`config.mk`:
```
export PLATFORM = sky130hd
export DESIGN_NAME = lfu_cache_replacement
export DESIGN_NICKNAME = d
export VERILOG_FILES = /design/src/rtl/lfu_pkg.sv /design/src/rtl/lfu_cache_replacement.sv /design/src/rtl/lfu_datapath.sv /design/src/rtl/lfu_ctrl.sv
export VERILOG_INCLUDE_DIRS = /design/src /design/src/rtl
export SDC_FILE = /design/constraint.sdc
export NUM_CORES = 2
export LEC_CHECK = 0
export ABC_CLOCK_PERIOD_IN_PS = 41700
export BUFFER_PORTS_ARGS = -buffer_cell sky130_fd_sc_hd__buf_2
export CAP_MARGIN = 20
export CORE_AREA = 8 8 456 548
export CTS_BUF_LIST = sky130_fd_sc_hd__clkbuf_8 sky130_fd_sc_hd__clkbuf_16
export CTS_CLUSTER_DIAMETER = 100
export DETAILED_ROUTE_END_ITERATION = 10
export DIE_AREA = 0 0 464 556
export GPL_TIMING_DRIVEN = 0
export HOLD_SLACK_MARGIN = 0.02
export PLACE_DENSITY = 0.54
export SETUP_SLACK_MARGIN = 0.05
export SYNTH_ARGS = -nofsm -noshare
export SYNTH_HDL_FRONTEND = slang
export SYNTH_HIERARCHICAL = 1
export SYNTH_SLANG_ARGS = --single-unit
```
`constraint.sdc`:
```
create_clock -name clk_i -period 41.7 [get_ports clk_i]
set_clock_uncertainty 0.1 [all_clocks]
set_input_delay 8.34 -clock clk_i [delete_from_list [all_inputs] [get_ports clk_i]]
set_output_delay 8.34 -clock clk_i [all_outputs]
set_load 0.01 [all_outputs]
```
`src/rtl/assert_macros.svh`:
```
// assertion helpers shared by the rtl
`ifndef ASSERT_MACROS_SVH
`define ASSERT_MACROS_SVH

`ifndef SYNTHESIS

`define LFU_ASSERT_AT(lbl, clk, rst_n, prop, msg) \
  lbl: assert property (@(posedge clk) disable iff (!rst_n) prop) else $error(msg);

`define LFU_ASSERT(lbl, prop, msg) \
  `LFU_ASSERT_AT(lbl, clk_i, rst_ni, prop, msg)

`else

`define LFU_ASSERT_AT(lbl, clk, rst_n, prop, msg)

`define LFU_ASSERT(lbl, prop, msg)

`endif

`endif

```
`src/rtl/lfu_pkg.sv`:
```
`timescale 1ns / 1ps

package lfu_pkg;

  localparam int WORD_W = 32;
  localparam int CAP_W  = 5;

  localparam logic [WORD_W-1:0] WORD_MAX  = '1;
  localparam logic [CAP_W-1:0]  CAP_RESET = 5'd16;

  localparam logic OP_GET = 1'b0;
  localparam logic OP_PUT = 1'b1;

  typedef struct packed {
    logic              valid;
    logic [WORD_W-1:0] key;
    logic [WORD_W-1:0] value;
    logic [WORD_W-1:0] uses;
    logic [WORD_W-1:0] touched;
  } entry_t;

  // controller to datapath
  typedef struct packed {
    logic load;
    logic clear;
    logic scan;
    logic commit;
  } cmd_t;

  // datapath to controller
  typedef struct packed {
    logic idx_last;
  } sts_t;

endpackage

```
`src/rtl/lfu_cache_replacement.sv`:
```
`timescale 1ns / 1ps
// channel    direction  handshake                 payload
// item       in         start && !busy            opcode_i, lookup_key_i, write_value_i
// result     out        done_o, one cycle         found_o, read_value_o, evicted_o, evicted_key_o
// capacity   in         capacity_we_i             capacity_i
//
// an item runs from accept through one memory read per entry for the key and victim scan,
// a drain state that settles the last read and one commit, then back to the idle state in
// which the next item is taken
// the result strobe done_o comes in the cycle after the commit, when busy is already low
// after reset a clearing pass writes every entry empty with busy high
// the receiver cannot stall; done_o marks the result for one cycle, the outputs hold until the next commit
`include "assert_macros.svh"

module lfu_cache_replacement #(
  parameter int CAPACITY = 16
) (
  input  logic                       clk_i,
  input  logic                       rst_ni,
  input  logic                       start,
  output logic                       busy,
  input  logic                       opcode_i,
  input  logic [lfu_pkg::WORD_W-1:0] lookup_key_i,
  input  logic [lfu_pkg::WORD_W-1:0] write_value_i,
  input  logic                       capacity_we_i,
  input  logic [lfu_pkg::CAP_W-1:0]  capacity_i,
  output logic                       done_o,
  output logic                       found_o,
  output logic [lfu_pkg::WORD_W-1:0] read_value_o,
  output logic                       evicted_o,
  output logic [lfu_pkg::WORD_W-1:0] evicted_key_o
);

  lfu_pkg::cmd_t cmd;
  lfu_pkg::sts_t sts;

  lfu_ctrl u_ctrl (
    .clk_i  (clk_i),
    .rst_ni (rst_ni),
    .start_i(start),
    .sts_i  (sts),
    .cmd_o  (cmd),
    .busy_o (busy)
  );

  lfu_datapath #(
    .CAPACITY(CAPACITY)
  ) u_datapath (
    .clk_i        (clk_i),
    .rst_ni       (rst_ni),
    .cmd_i        (cmd),
    .sts_o        (sts),
    .opcode_i     (opcode_i),
    .lookup_key_i (lookup_key_i),
    .write_value_i(write_value_i),
    .capacity_we_i(capacity_we_i),
    .capacity_i   (capacity_i),
    .done_o       (done_o),
    .found_o      (found_o),
    .read_value_o (read_value_o),
    .evicted_o    (evicted_o),
    .evicted_key_o(evicted_key_o)
  );

  `LFU_ASSERT(a_accept_busy, (start && !busy) |=> busy, "accepted item did not raise busy")
  `LFU_ASSERT(a_done_idle, done_o |-> !busy, "result strobe while busy")
  `LFU_ASSERT(a_done_single, done_o |=> !done_o, "result strobe longer than one cycle")
  `LFU_ASSERT(a_evict_miss, (done_o && evicted_o) |-> !found_o, "eviction on a key hit")

endmodule

```
`src/rtl/lfu_datapath.sv`:
```
`timescale 1ns / 1ps

module lfu_datapath #(
  parameter int CAPACITY = 16
) (
  input  logic                       clk_i,
  input  logic                       rst_ni,
  input  lfu_pkg::cmd_t              cmd_i,
  output lfu_pkg::sts_t              sts_o,
  input  logic                       opcode_i,
  input  logic [lfu_pkg::WORD_W-1:0] lookup_key_i,
  input  logic [lfu_pkg::WORD_W-1:0] write_value_i,
  input  logic                       capacity_we_i,
  input  logic [lfu_pkg::CAP_W-1:0]  capacity_i,
  output logic                       done_o,
  output logic                       found_o,
  output logic [lfu_pkg::WORD_W-1:0] read_value_o,
  output logic                       evicted_o,
  output logic [lfu_pkg::WORD_W-1:0] evicted_key_o
);

  localparam int IDX_W = (CAPACITY > 1) ? $clog2(CAPACITY) : 1;
  localparam int OCC_W = $clog2(CAPACITY + 1);
  localparam int CMP_W = (OCC_W > lfu_pkg::CAP_W) ? OCC_W : lfu_pkg::CAP_W;
  localparam logic [IDX_W-1:0] IDX_LAST = IDX_W'(CAPACITY - 1);

  lfu_pkg::entry_t mem [CAPACITY];
  lfu_pkg::entry_t rdata_q;
  lfu_pkg::entry_t mem_wdata;
  logic [IDX_W-1:0] mem_waddr;
  logic             mem_we;

  logic [IDX_W-1:0] idx_q;
  logic [IDX_W-1:0] ridx_q;
  logic             rvalid_q;

  logic                       op_q;
  logic [lfu_pkg::WORD_W-1:0] key_q;
  logic [lfu_pkg::WORD_W-1:0] val_q;

  logic                       found_q;
  logic [IDX_W-1:0]           hit_idx_q;
  logic [lfu_pkg::WORD_W-1:0] hit_val_q;
  logic [lfu_pkg::WORD_W-1:0] hit_uses_q;

  logic                       have_vic_q;
  logic [IDX_W-1:0]           vic_idx_q;
  logic [lfu_pkg::WORD_W-1:0] vic_key_q;
  logic [lfu_pkg::WORD_W-1:0] vic_uses_q;
  logic [lfu_pkg::WORD_W-1:0] vic_touch_q;

  logic             have_free_q;
  logic [IDX_W-1:0] free_idx_q;

  logic [OCC_W-1:0]           occ_q;
  logic [lfu_pkg::WORD_W-1:0] tclk_q;
  logic [lfu_pkg::CAP_W-1:0]  cap_q;

  logic                       done_q;
  logic                       found_out_q;
  logic [lfu_pkg::WORD_W-1:0] rd_out_q;
  logic                       ev_out_q;
  logic [lfu_pkg::WORD_W-1:0] evk_out_q;

  logic hit_now;
  logic vic_now;
  logic free_now;

  logic [CMP_W-1:0] cap_ext;
  logic [CMP_W-1:0] limit;
  logic             put_ok;
  logic             upd_hit;
  logic             miss_put;
  logic             ev;
  logic             ins;
  logic [IDX_W-1:0] slot;
  logic [lfu_pkg::WORD_W-1:0] tclk_next;
  logic [lfu_pkg::WORD_W-1:0] hit_uses_next;

  assign sts_o.idx_last = (idx_q == IDX_LAST);

  // scan evaluation of the entry read in the previous cycle
  assign hit_now  = rvalid_q && rdata_q.valid && !found_q && (rdata_q.key == key_q);
  assign vic_now  = rvalid_q && rdata_q.valid &&
                    (!have_vic_q || (rdata_q.uses < vic_uses_q) ||
                     ((rdata_q.uses == vic_uses_q) && (rdata_q.touched < vic_touch_q)));
  assign free_now = rvalid_q && !rdata_q.valid && !have_free_q;

  // commit decision
  assign cap_ext  = CMP_W'(cap_q);
  assign limit    = (cap_ext < CMP_W'(CAPACITY)) ? cap_ext : CMP_W'(CAPACITY);
  assign put_ok   = (op_q == lfu_pkg::OP_PUT) && (limit != '0);
  assign upd_hit  = found_q && ((op_q == lfu_pkg::OP_GET) || put_ok);
  assign miss_put = put_ok && !found_q;
  assign ev       = miss_put && ((CMP_W'(occ_q) >= limit) || !have_free_q) && have_vic_q;
  assign ins      = miss_put && (ev || have_free_q);
  assign slot     = ev ? vic_idx_q : free_idx_q;

  assign tclk_next     = (tclk_q == lfu_pkg::WORD_MAX) ? tclk_q : tclk_q + 1'b1;
  assign hit_uses_next = (hit_uses_q == lfu_pkg::WORD_MAX) ? hit_uses_q : hit_uses_q + 1'b1;

  always_comb begin
    mem_we    = 1'b0;
    mem_waddr = idx_q;
    mem_wdata = '0;
    if (cmd_i.clear) begin
      mem_we = 1'b1;
    end else if (cmd_i.commit && upd_hit) begin
      mem_we            = 1'b1;
      mem_waddr         = hit_idx_q;
      mem_wdata.valid   = 1'b1;
      mem_wdata.key     = key_q;
      mem_wdata.value   = (op_q == lfu_pkg::OP_PUT) ? val_q : hit_val_q;
      mem_wdata.uses    = hit_uses_next;
      mem_wdata.touched = tclk_q;
    end else if (cmd_i.commit && ins) begin
      mem_we            = 1'b1;
      mem_waddr         = slot;
      mem_wdata.valid   = 1'b1;
      mem_wdata.key     = key_q;
      mem_wdata.value   = val_q;
      mem_wdata.uses    = lfu_pkg::WORD_W'(1);
      mem_wdata.touched = tclk_q;
    end
  end

  always_ff @(posedge clk_i) begin
    if (mem_we) begin
      mem[mem_waddr] <= mem_wdata;
    end
    rdata_q <= mem[idx_q];
  end

  always_ff @(posedge clk_i or negedge rst_ni) begin
    if (!rst_ni) begin
      idx_q    <= '0;
      ridx_q   <= '0;
      rvalid_q <= 1'b0;
    end else begin
      rvalid_q <= cmd_i.scan;
      // index of the entry now in rdata_q
      ridx_q   <= idx_q;
      if (cmd_i.load) begin
        idx_q <= '0;
      end else if (cmd_i.clear || cmd_i.scan) begin
        idx_q <= sts_o.idx_last ? '0 : idx_q + 1'b1;
      end
    end
  end

  // item capture
  always_ff @(posedge clk_i) begin
    if (cmd_i.load) begin
      op_q  <= opcode_i;
      key_q <= lookup_key_i;
      val_q <= write_value_i;
    end
  end

  always_ff @(posedge clk_i or negedge rst_ni) begin
    if (!rst_ni) begin
      found_q     <= 1'b0;
      have_vic_q  <= 1'b0;
      have_free_q <= 1'b0;
    end else if (cmd_i.load) begin
      found_q     <= 1'b0;
      have_vic_q  <= 1'b0;
      have_free_q <= 1'b0;
    end else begin
      if (hit_now) found_q <= 1'b1;
      if (vic_now) have_vic_q <= 1'b1;
      if (free_now) have_free_q <= 1'b1;
    end
  end

  always_ff @(posedge clk_i) begin
    if (hit_now) begin
      hit_idx_q  <= ridx_q;
      hit_val_q  <= rdata_q.value;
      hit_uses_q <= rdata_q.uses;
    end
    if (vic_now) begin
      vic_idx_q   <= ridx_q;
      vic_key_q   <= rdata_q.key;
      vic_uses_q  <= rdata_q.uses;
      vic_touch_q <= rdata_q.touched;
    end
    if (free_now) begin
      free_idx_q <= ridx_q;
    end
  end

  always_ff @(posedge clk_i or negedge rst_ni) begin
    if (!rst_ni) begin
      occ_q  <= '0;
      tclk_q <= '0;
      cap_q  <= lfu_pkg::CAP_RESET;
      done_q <= 1'b0;
    end else begin
      done_q <= cmd_i.commit;
      if (capacity_we_i) begin
        cap_q <= capacity_i;
      end
      if (cmd_i.commit) begin
        if (upd_hit || ins) begin
          tclk_q <= tclk_next;
        end
        // an eviction frees the slot it refills, so occupancy only grows on a plain insert
        if (ins && !ev) begin
          occ_q <= occ_q + 1'b1;
        end
      end
    end
  end

  always_ff @(posedge clk_i) begin
    if (cmd_i.commit) begin
      found_out_q <= found_q;
      rd_out_q    <= ((op_q == lfu_pkg::OP_GET) && found_q) ? hit_val_q : '0;
      ev_out_q    <= ev;
      evk_out_q   <= ev ? vic_key_q : '0;
    end
  end

  assign done_o        = done_q;
  assign found_o       = found_out_q;
  assign read_value_o  = rd_out_q;
  assign evicted_o     = ev_out_q;
  assign evicted_key_o = evk_out_q;

endmodule

```
`src/rtl/lfu_ctrl.sv`:
```
`timescale 1ns / 1ps

module lfu_ctrl (
  input  logic          clk_i,
  input  logic          rst_ni,
  input  logic          start_i,
  input  lfu_pkg::sts_t sts_i,
  output lfu_pkg::cmd_t cmd_o,
  output logic          busy_o
);

  localparam logic [2:0] ST_CLEAR  = 3'd0;
  localparam logic [2:0] ST_IDLE   = 3'd1;
  localparam logic [2:0] ST_SCAN   = 3'd2;
  localparam logic [2:0] ST_DRAIN  = 3'd3;
  localparam logic [2:0] ST_COMMIT = 3'd4;

  logic [2:0] state_q;
  logic [2:0] state_d;

  always_comb begin
    state_d = state_q;
    cmd_o   = '0;
    case (state_q)
      ST_CLEAR: begin
        cmd_o.clear = 1'b1;
        if (sts_i.idx_last) state_d = ST_IDLE;
      end
      ST_IDLE: begin
        if (start_i) begin
          cmd_o.load = 1'b1;
          state_d    = ST_SCAN;
        end
      end
      ST_SCAN: begin
        cmd_o.scan = 1'b1;
        if (sts_i.idx_last) state_d = ST_DRAIN;
      end
      // last read entry is evaluated here
      ST_DRAIN: begin
        state_d = ST_COMMIT;
      end
      ST_COMMIT: begin
        cmd_o.commit = 1'b1;
        state_d      = ST_IDLE;
      end
      default: begin
        state_d = ST_IDLE;
      end
    endcase
  end

  always_ff @(posedge clk_i or negedge rst_ni) begin
    if (!rst_ni) begin
      state_q <= ST_CLEAR;
    end else begin
      state_q <= state_d;
    end
  end

  assign busy_o = (state_q != ST_IDLE);

endmodule
```
==> metrics.md <==
| Metric | Value |
|---|---|
| Static leakage | 38.09 nW |
| Hold WC Path Type | register to register |
| Post-DP HPWL | 175.6 mm |
| Chip Width | 464 µm |
| Post-synthesis cell area | 95,810 µm² |
| Placer Congestion | approximately 0.73 |
| Total CTS buffers | 240 |
| Post-layout util | 0.4712 |
| Vias in the first global route | between 40,000 and 50,000 |
| Final ANT Viol Nets | 0 |
| Worst skew pair latency | 870 ps |
| Via/cell ratio | 5.454 |
| Cell variety after synth | 73 |
| Flop and latch count out of synthesis | roughly 2,600 |
| Routed WL per cell | a little under 30 µm |
| Final Hold Fails | 0 |
| Status | finished, final reports clean |
| Main synth FF type | edfxtp_1 |
| Slew @ Worst Pin | 1182 ps |
| Row count | about 200 |
| Synth area leaders | edfxtp_1 74%, mux4_2 15%, dfxtp_1 2.7%, dfrtp_1 1.5%, ha_1 0.94% |
| WL final | between 200 and 300 mm |
| Crit path required time | about 33,000 ps |
| Share of layout cells above drive strength 1 | 0.3353 |
| First-pass GRT wire length | ~360 mm |
| Drt drc | 0 |
| Clock Pin Slew Worst Setup and Hold Paths | ~60 ps |
| Yosys Warn Count | 6 |
| CP arrival | ~2000 ps |
| Total Routing Usage GR | 0.1894 |
| Core Box Area | 241,000 µm² |
| Placed cells | between 8,000 and 9,000 |
| Crit-path max FO | 6 |
| Final cell count without fillers | 8,537 |
| Total gr overflow | 0 |
| Mapped Cells | 4,179 |
| Max Cap Violations | 0 |
| Slowest cell on crit path | dfrtp_1 |
| Detailed Route Iter0 Violations | just over 4,000 |
| Final Setup Violations | 0 |
| Die area | around 260,000 µm² |
| Average cell area after synthesis | between 20 and 25 µm² |
| Area Growth Syn to Fin | 18.55% |
| Clock root cell | clkbuf_16 |
| Longest Clk Path Bufs | 4 |
| Post-CTS Resized | 0 |
| Max Slew Vio Count | 0 |
| Area leader, netlist | edfxtp_1 |
| Max incr delay on CP | approximately 440 ps |
| First-pass iteration count of the detailed router | 5 |
| Die height | ~560 µm |
| Initial antenna violation count | 8 |
| RSZ-0062 raised after global routing | false |
| Crit Path Category | register to primary output |
| Max Fclk | between 90 and 100 MHz |
| Largest net degree at the start of global routing | 59 |
| Min Tclk post-route | 10,400 ps |
| Layout Nets | roughly 5,300 |
| Design Area, Final | ~110,000 µm² |
| Yosys top cell area share | 0.7418 |
| Max H-tree Level | 4 |
| FFs w/ async S/R, synth | 0.02271 |
| Worst setup SP type | register |
| Initial Util | 0.3975 |
| Post CTS Setup Buffer Count | 0 |
| Sequential fraction of the synthesis area | 0.7839 |
| PD cells | 67.95 nW/µm² |
| # IOs | 142 |
| IO buf count | 140 |
| Vias | between 40,000 and 50,000 |
| Number of synthesized flops with an enable pin | between 2,000 and 2,500 |
| Critical-path cell list | nor2_1, nand2_1, buf_2 |
| Clk sinks | around 2,600 |
| Placed Area | about 110,000 µm² |
| Final period util | 0.2494 |
| # hold bufs at CTS | 0 |
| Critical path endpoint category | primary output |
| Worst vdd ir | ~0.041 mV |
| Setup TNS Final | 0 ps |
| Synth Net Count | between 4,000 and 5,000 |
| CTS tree | built |
| Slew margin rel. | 0.2122 |
==> registers in the layout, summed over array words and instances (netlist names), 3 cells and up <==
name and cells:
u_datapath/vic_idx_q 4, u_datapath/key_q 32, u_datapath/hit_idx_q 4, u_datapath/ridx_q 4
u_datapath/evicted_key_o 32, u_datapath/read_value_o 32, u_ctrl/state_q 3, u_datapath/idx_q 4
u_datapath/cap_ext 5, u_datapath/vic_touch_q 32, u_datapath/hit_val_q 32, u_datapath/occ_q 5
u_datapath/hit_uses_q 32, u_datapath/tclk_q 32, u_datapath/mem 2064, u_datapath/vic_key_q 32
u_datapath/free_idx_q 4, u_datapath/val_q 32, u_datapath/vic_uses_q 32, u_datapath/rdata_q 129
==> worst max-delay path: cells and delay by family (launching register included) <==
kind / cells / cell delay (ps)
buf+inv: 1 / 220
flops: 1 / 440
simple gates: 2 / 440
==> logic make-up after synthesis <==
logic type                 after synthesis  synth area share
AOI/OAI and AO/OA                      139           0.01067
xor gates and xnor gates                97          0.008867
adders and majority gates               72          0.009402
buffers and inverters                  260           0.01053
DFF                                   2554            0.7839
muxes                                  650            0.1522
and+or+nand+nor                        407           0.02435
==> cell usage after synthesis, types with 47 or more instances <==
| master | instances |
|---|---|
| and2_1 | 101 |
| and3_1 | 49 |
| clkbuf_1 | 128 |
| dfrtp_1 | 57 |
| dfxtp_1 | 129 |
| edfxtp_1 | 2367 |
| ha_1 | 72 |
| inv_1 | 79 |
| mux4_2 | 645 |
| nor2_1 | 54 |
| xnor2_1 | 50 |
| xor2_1 | 47 |
==> cell type report <==
| class | instances | area [µm²] |
|---|---|---|
| Antenna cell | 2 | 5.005 |
| Buffer | 180 | 719.4 |
| Clock buffer | 257 | 6274 |
| Clock inverter | 185 | 1628 |
| Fill cell | 19810 | 127500 |
| Inverter | 80 | 300.3 |
| Multi-Input combinational cell | 1365 | 19820 |
| Sequential cell | 2554 | 75110 |
| Tap cell | 3200 | 4004 |
| Timing Repair Buffer | 714 | 5722 |
==> worst paths after layout <==
| path | cells past startpoint | slack, ps | endpoint | start |
|---|---|---|---|---|
| worst max-delay path | 3 | 31300 | busy | u_ctrl/state_q[2] |
| worst min-delay path | 0 | 280 | u_datapath/ridx_q[2] | u_datapath/idx_q[2] |
| worst max register to register | 15 | 35750 | u_datapath/mem[0][10] | u_ctrl/state_q[2] |
| worst min register to register | 0 | 280 | u_datapath/ridx_q[2] | u_datapath/idx_q[2] |
| max in group asynchronous | 2 | 33770 | u_datapath/cap_ext[4] | rst_ni |
| min in group asynchronous | 2 | 7350 | u_datapath/tclk_q[5] | rst_ni |
==> stage by stage <==
stage | setup WS (ps) | hold WS (ps) | power [mW]
floorplan | 21330 | 251.9 | 4.743
global placement | -5815 | 256.0 | 5.766
detailed placement | 31760 | 270.9 | 5.600
CTS | 31170 | 280.2 | 7.807
global route | 31210 | 290.3 | 8.007
finish | 31300 | 281.2 | 7.718
==> cells in the final DEF (no fill, tap or decap), types with 32 or more instances in the layout <==
| cell type | instances |
|---|---|
| clkinv_2 | 49 |
| nor2_1 | 54 |
| dfrtp_1 | 57 |
| ha_1 | 72 |
| and3_1 | 48 |
| buf_2 | 163 |
| clkbuf_1 | 119 |
| xnor2_1 | 50 |
| inv_1 | 137 |
| buf_8 | 48 |
| mux4_2 | 645 |
| xor2_1 | 47 |
| nand3_1 | 36 |
| buf_4 | 441 |
| and2_1 | 101 |
| nand4_1 | 42 |
| clkbuf_16 | 243 |
| a22o_1 | 35 |
| edfxtp_1 | 2367 |
| dfxtp_1 | 129 |
| a21oi_1 | 32 |
| nand2_1 | 43 |
| buf_6 | 79 |
==> power by group <==
part	leakage, nW	switching (mW)	total, mW	internal (mW)
clock network	4.10	0.939	2.20	1.26
registers	23.5	0.128	3.39	3.27
logic	10.5	1.17	2.12	0.955
total	38.1	2.23	7.72	5.48
==> routing by layer <==
layer / share of wire / wire length (µm) / up-vias / GRT usage
li1: - / - / 19426 / -
met1: 0.41 / 102200 / 25448 / 0.2510
met2: 0.52 / 130600 / 1368 / 0.3370
met3: 0.049 / 12260 / 317 / 0.02405
met4: 0.020 / 5016 / 4 / 0.04008
met5: 0.000092 / 23 / - / 0
No activity file was read; power rests on OpenSTA's default activity.
